$ cat config.mk
export PLATFORM = sky130hd
export DESIGN_NAME = indexed_list_insert_delete
export DESIGN_NICKNAME = d
export VERILOG_FILES = /design/src/rtl/core/ilid_pkg.sv /design/src/rtl/core/indexed_list_insert_delete.sv /design/src/rtl/core/ilid_ram.sv
export SDC_FILE = /design/constraint.sdc
export NUM_CORES = 2
export LEC_CHECK = 0
export ABC_AREA = 0
export BUFFER_PORTS_ARGS = -buffer_cell sky130_fd_sc_hd__buf_2
export CORE_UTILIZATION = 28
export DETAILED_ROUTE_END_ITERATION = 8
export HOLD_SLACK_MARGIN = 0.15
export SLEW_MARGIN = 20
export SYNTH_ARGS = -nofsm -noshare
export SYNTH_HDL_FRONTEND = slang
export SYNTH_HIERARCHICAL = 1
export SYNTH_SLANG_ARGS = --single-unit
$ cat constraint.sdc
create_clock -name clk -period 5.7 [get_ports clk]
set_clock_uncertainty 0.2 [all_clocks]
set_input_delay 0.57 -clock clk [delete_from_list [all_inputs] [get_ports clk]]
set_output_delay 0.57 -clock clk [all_outputs]
set_load 0.01 [all_outputs]
$ cat src/rtl/core/ilid_pkg.sv
// Shared constants, codes and types for the indexed list block.
package ilid_pkg;

  localparam int CAPACITY_DEF = 64;

  localparam int KIND_W   = 3;
  localparam int INDEX_W  = 7;
  localparam int VALUE_W  = 32;
  localparam int STATUS_W = 2;
  localparam int COUNT_W  = 7;

  localparam logic [KIND_W-1:0] KIND_READ     = 3'd0;
  localparam logic [KIND_W-1:0] KIND_INS_HEAD = 3'd1;
  localparam logic [KIND_W-1:0] KIND_INS_TAIL = 3'd2;
  localparam logic [KIND_W-1:0] KIND_INS_AT   = 3'd3;
  localparam logic [KIND_W-1:0] KIND_DELETE   = 3'd4;

  typedef enum logic [STATUS_W-1:0] {
    ST_DONE  = 2'd0,
    ST_RANGE = 2'd1,
    ST_FULL  = 2'd2
  } status_t;

  typedef enum logic [2:0] {
    S_IDLE,
    S_RD_WAIT,
    S_SH_RD,
    S_SH_WR,
    S_INS_WR,
    S_DONE
  } state_t;

endpackage

$ cat src/rtl/core/indexed_list_insert_delete.sv
// Top level: position-addressed ordered list of signed 32-bit values.
//
//   channel  dir  tdata (low bit up)                         tuser
//   s_axis   in   index[6:0], value[38:7], pad to 40         kind[2:0]
//   m_axis   out  read_value[31:0], status[33:32],           -
//                 count[40:34], pad to 48
//
// A read goes via S_RD_WAIT and a refused or ignored operation to S_DONE;
// an insert or delete steps S_SH_RD, S_SH_WR per element moved by one place,
// and an insert ends in S_INS_WR. Each moved element costs one RAM read and
// one RAM write through the single shared pointer step and compare.
// Reset (rst, synchronous) empties the list; the element RAM is not cleared.
// A finished result waits in the output register while the next beat is
// accepted; the sequencer holds in S_DONE only if that register is still full.
module indexed_list_insert_delete #(
  parameter int CAPACITY = ilid_pkg::CAPACITY_DEF
) (
  input  logic        clk,
  input  logic        rst,
  input  logic        s_axis_tvalid,
  output logic        s_axis_tready,
  input  logic [39:0] s_axis_tdata,   // index[6:0], value[38:7]
  input  logic [2:0]  s_axis_tuser,   // kind[2:0]
  output logic        m_axis_tvalid,
  input  logic        m_axis_tready,
  output logic [47:0] m_axis_tdata    // read_value[31:0], status[33:32], count[40:34]
);

  localparam int AW = $clog2(CAPACITY);
  localparam int CW = $clog2(CAPACITY + 1);
  localparam int XW = (CW > ilid_pkg::INDEX_W) ? CW : ilid_pkg::INDEX_W;

  // Input fields.
  logic [ilid_pkg::KIND_W-1:0]  in_kind;
  logic [ilid_pkg::INDEX_W-1:0] in_index;
  logic [ilid_pkg::VALUE_W-1:0] in_value;

  assign in_kind  = s_axis_tuser;
  assign in_index = s_axis_tdata[ilid_pkg::INDEX_W-1:0];
  assign in_value = s_axis_tdata[ilid_pkg::INDEX_W +: ilid_pkg::VALUE_W];

  // Sequencer and datapath registers.
  ilid_pkg::state_t state, state_next;
  logic [CW-1:0]    count;
  logic [CW-1:0]    ptr;       // destination slot of the next move
  logic [CW-1:0]    end_ptr;   // slot where the moves stop
  logic             dir_up;    // delete moves elements down from higher slots
  logic [ilid_pkg::VALUE_W-1:0] value_r;
  logic [ilid_pkg::VALUE_W-1:0] res_rv;
  ilid_pkg::status_t            res_st;

  // Output register.
  logic [ilid_pkg::VALUE_W-1:0] out_rv;
  ilid_pkg::status_t            out_st;
  logic [ilid_pkg::COUNT_W-1:0] out_cnt;

  // RAM port.
  logic                         ram_we;
  logic [AW-1:0]                ram_waddr;
  logic [ilid_pkg::VALUE_W-1:0] ram_wdata;
  logic [AW-1:0]                ram_raddr;
  logic [ilid_pkg::VALUE_W-1:0] ram_rdata;

  ilid_ram #(
    .WIDTH(ilid_pkg::VALUE_W),
    .DEPTH(CAPACITY)
  ) u_ram (
    .clk  (clk),
    .we   (ram_we),
    .waddr(ram_waddr),
    .wdata(ram_wdata),
    .raddr(ram_raddr),
    .rdata(ram_rdata)
  );

  // Decode of the incoming beat.
  logic          accept;
  logic [XW-1:0] idx_x;
  logic [XW-1:0] cnt_x;
  logic          is_read, is_ins, is_del;
  logic          rd_ok, ins_range, ins_full, ins_go, del_ok;
  logic [CW-1:0] ins_pos;

  assign accept = s_axis_tvalid && s_axis_tready;
  assign idx_x  = XW'(in_index);
  assign cnt_x  = XW'(count);

  always_comb begin
    is_read = (in_kind == ilid_pkg::KIND_READ);
    is_del  = (in_kind == ilid_pkg::KIND_DELETE);
    is_ins  = (in_kind == ilid_pkg::KIND_INS_HEAD) || (in_kind == ilid_pkg::KIND_INS_TAIL) ||
              (in_kind == ilid_pkg::KIND_INS_AT);
    case (in_kind)
      ilid_pkg::KIND_INS_HEAD: ins_pos = '0;
      ilid_pkg::KIND_INS_TAIL: ins_pos = count;
      default:                 ins_pos = CW'(idx_x);
    endcase
    rd_ok     = idx_x < cnt_x;
    ins_range = (in_kind == ilid_pkg::KIND_INS_AT) && (idx_x > cnt_x);
    ins_full  = (count == CW'(CAPACITY));
    ins_go    = is_ins && !ins_range && !ins_full;
    del_ok    = idx_x < cnt_x;
  end

  // Shared pointer step and stop compare.
  logic [CW-1:0] src_ptr;
  logic          at_end;

  assign src_ptr = dir_up ? (ptr + CW'(1)) : (ptr - CW'(1));
  assign at_end  = (ptr == end_ptr);

  logic out_free;
  assign out_free = !m_axis_tvalid || m_axis_tready;

  // Next state.
  always_comb begin
    state_next = state;
    case (state)
      ilid_pkg::S_IDLE: begin
        if (accept) begin
          if (is_read && rd_ok) begin
            state_next = ilid_pkg::S_RD_WAIT;
          end else if (ins_go || (is_del && del_ok)) begin
            state_next = ilid_pkg::S_SH_RD;
          end else begin
            state_next = ilid_pkg::S_DONE;
          end
        end
      end
      ilid_pkg::S_RD_WAIT: state_next = ilid_pkg::S_DONE;
      ilid_pkg::S_SH_RD: begin
        if (at_end) begin
          state_next = dir_up ? ilid_pkg::S_DONE : ilid_pkg::S_INS_WR;
        end else begin
          state_next = ilid_pkg::S_SH_WR;
        end
      end
      ilid_pkg::S_SH_WR:  state_next = ilid_pkg::S_SH_RD;
      ilid_pkg::S_INS_WR: state_next = ilid_pkg::S_DONE;
      ilid_pkg::S_DONE: begin
        if (out_free) begin
          state_next = ilid_pkg::S_IDLE;
        end
      end
      default: state_next = ilid_pkg::S_IDLE;
    endcase
  end

  // Sequencer outputs: RAM controls and input ready.
  always_comb begin
    s_axis_tready = 1'b0;
    ram_we        = 1'b0;
    ram_waddr     = AW'(ptr);
    ram_wdata     = ram_rdata;
    ram_raddr     = AW'(src_ptr);
    case (state)
      ilid_pkg::S_IDLE: begin
        s_axis_tready = 1'b1;
        ram_raddr     = AW'(in_index);
      end
      ilid_pkg::S_SH_WR: begin
        ram_we = 1'b1;
      end
      ilid_pkg::S_INS_WR: begin
        ram_we    = 1'b1;
        ram_waddr = AW'(end_ptr);
        ram_wdata = value_r;
      end
      default: ;
    endcase
  end

  // Control registers.
  always_ff @(posedge clk) begin
    if (rst) begin
      state         <= ilid_pkg::S_IDLE;
      count         <= '0;
      m_axis_tvalid <= 1'b0;
    end else begin
      state <= state_next;
      // Drop the count once the delete moves are done; bump it on the insert write.
      if (state == ilid_pkg::S_SH_RD && at_end && dir_up) begin
        count <= count - CW'(1);
      end else if (state == ilid_pkg::S_INS_WR) begin
        count <= count + CW'(1);
      end
      if (state == ilid_pkg::S_DONE && out_free) begin
        m_axis_tvalid <= 1'b1;
      end else if (m_axis_tready) begin
        m_axis_tvalid <= 1'b0;
      end
    end
  end

  // Datapath registers.
  always_ff @(posedge clk) begin
    case (state)
      ilid_pkg::S_IDLE: begin
        if (accept) begin
          value_r <= in_value;
          res_rv  <= '0;
          res_st  <= ilid_pkg::ST_DONE;
          if (is_read) begin
            if (!rd_ok) begin
              res_rv <= '1;
              res_st <= ilid_pkg::ST_RANGE;
            end
          end else if (is_ins) begin
            if (ins_range) begin
              res_st <= ilid_pkg::ST_RANGE;
            end else if (ins_full) begin
              res_st <= ilid_pkg::ST_FULL;
            end
            // Move elements up from the tail until the insert slot is open.
            ptr     <= count;
            end_ptr <= ins_pos;
            dir_up  <= 1'b0;
          end else if (is_del) begin
            if (!del_ok) begin
              res_st <= ilid_pkg::ST_RANGE;
            end
            // Move elements down from above the deleted slot to the tail.
            ptr     <= CW'(idx_x);
            end_ptr <= count - CW'(1);
            dir_up  <= 1'b1;
          end
        end
      end
      ilid_pkg::S_RD_WAIT: res_rv <= ram_rdata;
      ilid_pkg::S_SH_WR:   ptr    <= src_ptr;
      ilid_pkg::S_DONE: begin
        if (out_free) begin
          out_rv  <= res_rv;
          out_st  <= res_st;
          out_cnt <= ilid_pkg::COUNT_W'(count);
        end
      end
      default: ;
    endcase
  end

  assign m_axis_tdata = {7'b0, out_cnt, out_st, out_rv};

endmodule

$ cat src/rtl/core/ilid_ram.sv
// Generic single-write, single-read RAM with registered read data.
module ilid_ram #(
  parameter int WIDTH = 32,
  parameter int DEPTH = 64
) (
  input  logic                     clk,
  input  logic                     we,
  input  logic [$clog2(DEPTH)-1:0] waddr,
  input  logic [WIDTH-1:0]         wdata,
  input  logic [$clog2(DEPTH)-1:0] raddr,
  output logic [WIDTH-1:0]         rdata
);

  logic [WIDTH-1:0] mem [DEPTH];

  always_ff @(posedge clk) begin
    if (we) begin
      mem[waddr] <= wdata;
    end
    rdata <= mem[raddr];
  end

endmodule
==> results by group <==
Die
  – Die width: 552 um
  – Die height: 552 um
  – DIE AREA: 0.305 mm^2
  – CORE AREA: 0.301 mm^2
  – Starting Density: 28.2%
  – I/O pins: 97
  – Standard-cell rows: 201

Clocking
  – Num CTS Buffers: 206
  – Hold-fix buffers, CTS: 45
  – Clk_lat worst skew: 0.83 ns
  – Post-CTS sizing: 0
  – Post-CTS Setup Repair Bufs: 0
  – # H-tree levels: 4
  – CTS tree: done
  – Clock root cell: clkbuf_16
  – Clk sink count: 2213
  – CTS Buffer Depth: 3
  – Clk slew on worst S/H paths: 0.07 ns

Setup path
  – R2R depth: 9
  – Reg-to-reg endpoint: u_ram/rdata[19]
  – Setup slack, reg-to-reg: 0.85 ns
  – CP Launch Type: register
  – Worst reg2reg startpoint: state[1]
  – Timing startpoint of the critical path: state[1]
  – Critical Path Fanout Max: 57
  – WP data arrival: 5.34 ns
  – Req. time, crit path: 6.18 ns
  – Critical path class: register to register
  – CP Capture Type: register

GRT
  – Initial antenna violation count: 10
  – First-pass GRT wire length: 308 mm
  – Grt ovf: 0
  – GRT Util Overall: 14.1%
  – Largest net degree at the start of global routing: 84
  – Vias in the first global route: 41800

STA
  – Max-slew violations: 0
  – Slew headroom: 24.3%
  – Fin crit share: 85.2%
  – Total Neg Setup Slack: 0 ns
  – Max Freq: 206 MHz
  – Endpoints failing setup: 0
  – RSZ-0062 raised after global routing: false
  – Slew @ Worst Pin: 1.14 ns
  – Final min period: 4.85 ns
  – Worst setup margin: 0.846 ns
  – Fin. Hold Viols: 0

Place
  – HPWL Detailed: 127 mm
  – Post-place setup slack: 0.943 ns
  – Routability cong.: 0.844
  – PortBufs: 88
  – Placed insts: 7920

Pwr
  – PwrDens: 599 mW/mm^2
  – Switching share of total power: 36.4%
  – Static Leakage: 30.9 nW
  – Comb pwr share: 39.7%
  – Clk pwr share: 22.5%
  – Cell-internal power: 37.5 mW
  – Reg power frac: 37.8%
  – Max IR drop VDD: 0.487 mV
  – Net switching power: 21.5 mW

Synthesis
  – Synthesized instance count: 3881
  – Top FF cell, synth: edfxtp_1
  – Commonest cells in the netlist: edfxtp_1 (2170), mux4_2 (544), nand2_1 (166)
  – Synth top area share: 76.8%
  – Post-synth EDFFs: 2170
  – Async set-reset flop share out of synthesis: 0%
  – Synthesized flop and latch total: 2213
  – Area leader, netlist: edfxtp_1
  – Largest cells by area after synthesis: edfxtp_1 (77%), mux4_2 (14%), mux2i_1 (1.2%), dfxtp_1 (1.0%), nand2_1 (0.73%)
  – Top-count cell post-synth: edfxtp_1
  – Ys Warns: 6
  – Sequential area share after synthesis: 77.8%
  – Post-synth cell types: 70
  – Synthesized area: 0.0848 mm^2
  – Synthesized area per cell: 21.9 um^2

Routing
  – Routed vias: 41400
  – Vias per std cell: 4.96
  – Detailed Route WL: 219 mm
  – Post-route ant nets: 0
  – Drc violations: 0
  – Initial DRC count: 4959
  – Routed wire per std cell: 26.2 um
  – DRT Pass-1 Iters: 7

Final layout
  – Area Overhead vs Synth: 16.1%
  – Fin cells: 8350
  – Layout Nets: 4278
  – Layout cell share with drive strength beyond 1: 28.4%

Outcome
  – Status: complete, no violations

Min path
  – Worst hold start: res_rv[9]
  – HP Class: register to register
  – Hold Path Stages: 0
  – Hold Path End: out_rv[9]

Run
  – Max-Cap Viols: 0
flip-flops by register name (all words and copies together), names as in the netlist:
signal	cells
res_rv	32
cnt_x	7
state	3
value_r	32
res_st	2
out_rv	32
out_cnt	7
dir_up	1
out_st	2
ptr	7
m_axis_tvalid	1
end_ptr	7
u_ram/rdata	32
u_ram/mem	2048
final cells by class:
class	instances	area [um^2]
Fill cell	28000	202000
Clock buffer	262	5560
Antenna cell	6	15.0
Inverter	16	60.1
Multi-Input combinational cell	1438	18300
Sequential cell	2213	66000
Tap cell	3958	4950
Clock inverter	117	876
Timing Repair Buffer	340	2710
how the worst max path moves through the flow:
stage	end	slack (ns)	cells past startpoint
final	u_ram/rdata[19]	0.85	9
after global routing	u_ram/rdata[19]	0.69	9
after CTS	u_ram/rdata[24]	0.91	10
after detailed placement	u_ram/rdata[19]	0.94	9
after global placement	u_ram/rdata[19]	0.99	9
after floorplan	u_ram/mem[48][0]	1.02	9
worst max-delay path: stages, from the launching register on:
cell and delay (ns):
dfxtp_1 0.46, or3_1 0.61, inv_1 0.47, nand2_1 0.17
nand2_4 0.52, buf_12 0.39, mux4_2 0.39, mux4_2 0.56
o22ai_1 0.68, nor2_1 0.11
routing by layer:
metal	up-vias	track usage, %	wire length [um]
met1	22400	18.9	89600
met5	-	0	23
met3	282	3.53	19300
met2	1716	22.8	105000
li1	17000	-	-
met4	4	3.47	4930
power by group through the flow:
stage	logic, mW	registers [mW]	clock network, mW
floorplan	13.5	22.6	0
global placement	23.0	22.6	0
detailed placement	23.4	22.6	0
CTS	23.5	22.3	13.5
global route	24.5	22.4	14.1
finish	23.4	22.3	13.3
logic make-up (layout without fill, tap and decap cells):
family	after synthesis	count (layout)	share of synthesized area, %
and+or+nand+nor	443	443	2.34
adders and majority gates	16	16	0.245
AOI/OAI and AO/OA	310	310	2.44
buffers and inverters	236	735	1.34
other	1	13	0.00442
xor gates and xnor gates	12	12	0.124
muxes	650	650	15.7
DFF	2213	2213	77.8
per-stage QoR:
stage          total power, mW  cell area (um^2)  hold slack, ns  util [%]
3_5_place_dp              46.0             91600           0.206      30.5
4_1_cts                   59.2             98500           0.172      32.8
5_1_grt                   61.0             98500           0.205      32.8
2_1_floorplan             36.1             84900           0.200         -
6_report                  59.0             98500           0.203      32.8
3_3_place_gp              45.6             91600           0.206      30.5
layout by cell type (no fill, tap or decap), types with 12 or more instances in the layout:
master	Yosys	routed
edfxtp_1	2170	2170
mux4_2	544	544
clkbuf_16	0	211
buf_4	35	186
nand2_1	166	132
mux2i_1	105	105
nor2_1	160	98
buf_2	66	88
o22ai_1	86	86
a21oi_1	87	85
nor2_4	0	62
clkinv_1	1	51
dlygate4sd3_1	0	45
clkinv_2	0	44
dfxtp_1	43	43
clkbuf_1	91	42
a21o_1	34	34
nand2_2	0	33
o221ai_1	28	28
buf_12	0	21
nor3_1	21	19
nor2b_1	18	16
ha_1	15	15
inv_1	15	14
nand3_1	14	14
nand2b_1	13	12
o21ai_0	14	12
bufinv_16	0	12
a22oi_1	12	12
No activity file was read; power rests on OpenSTA's default activity.
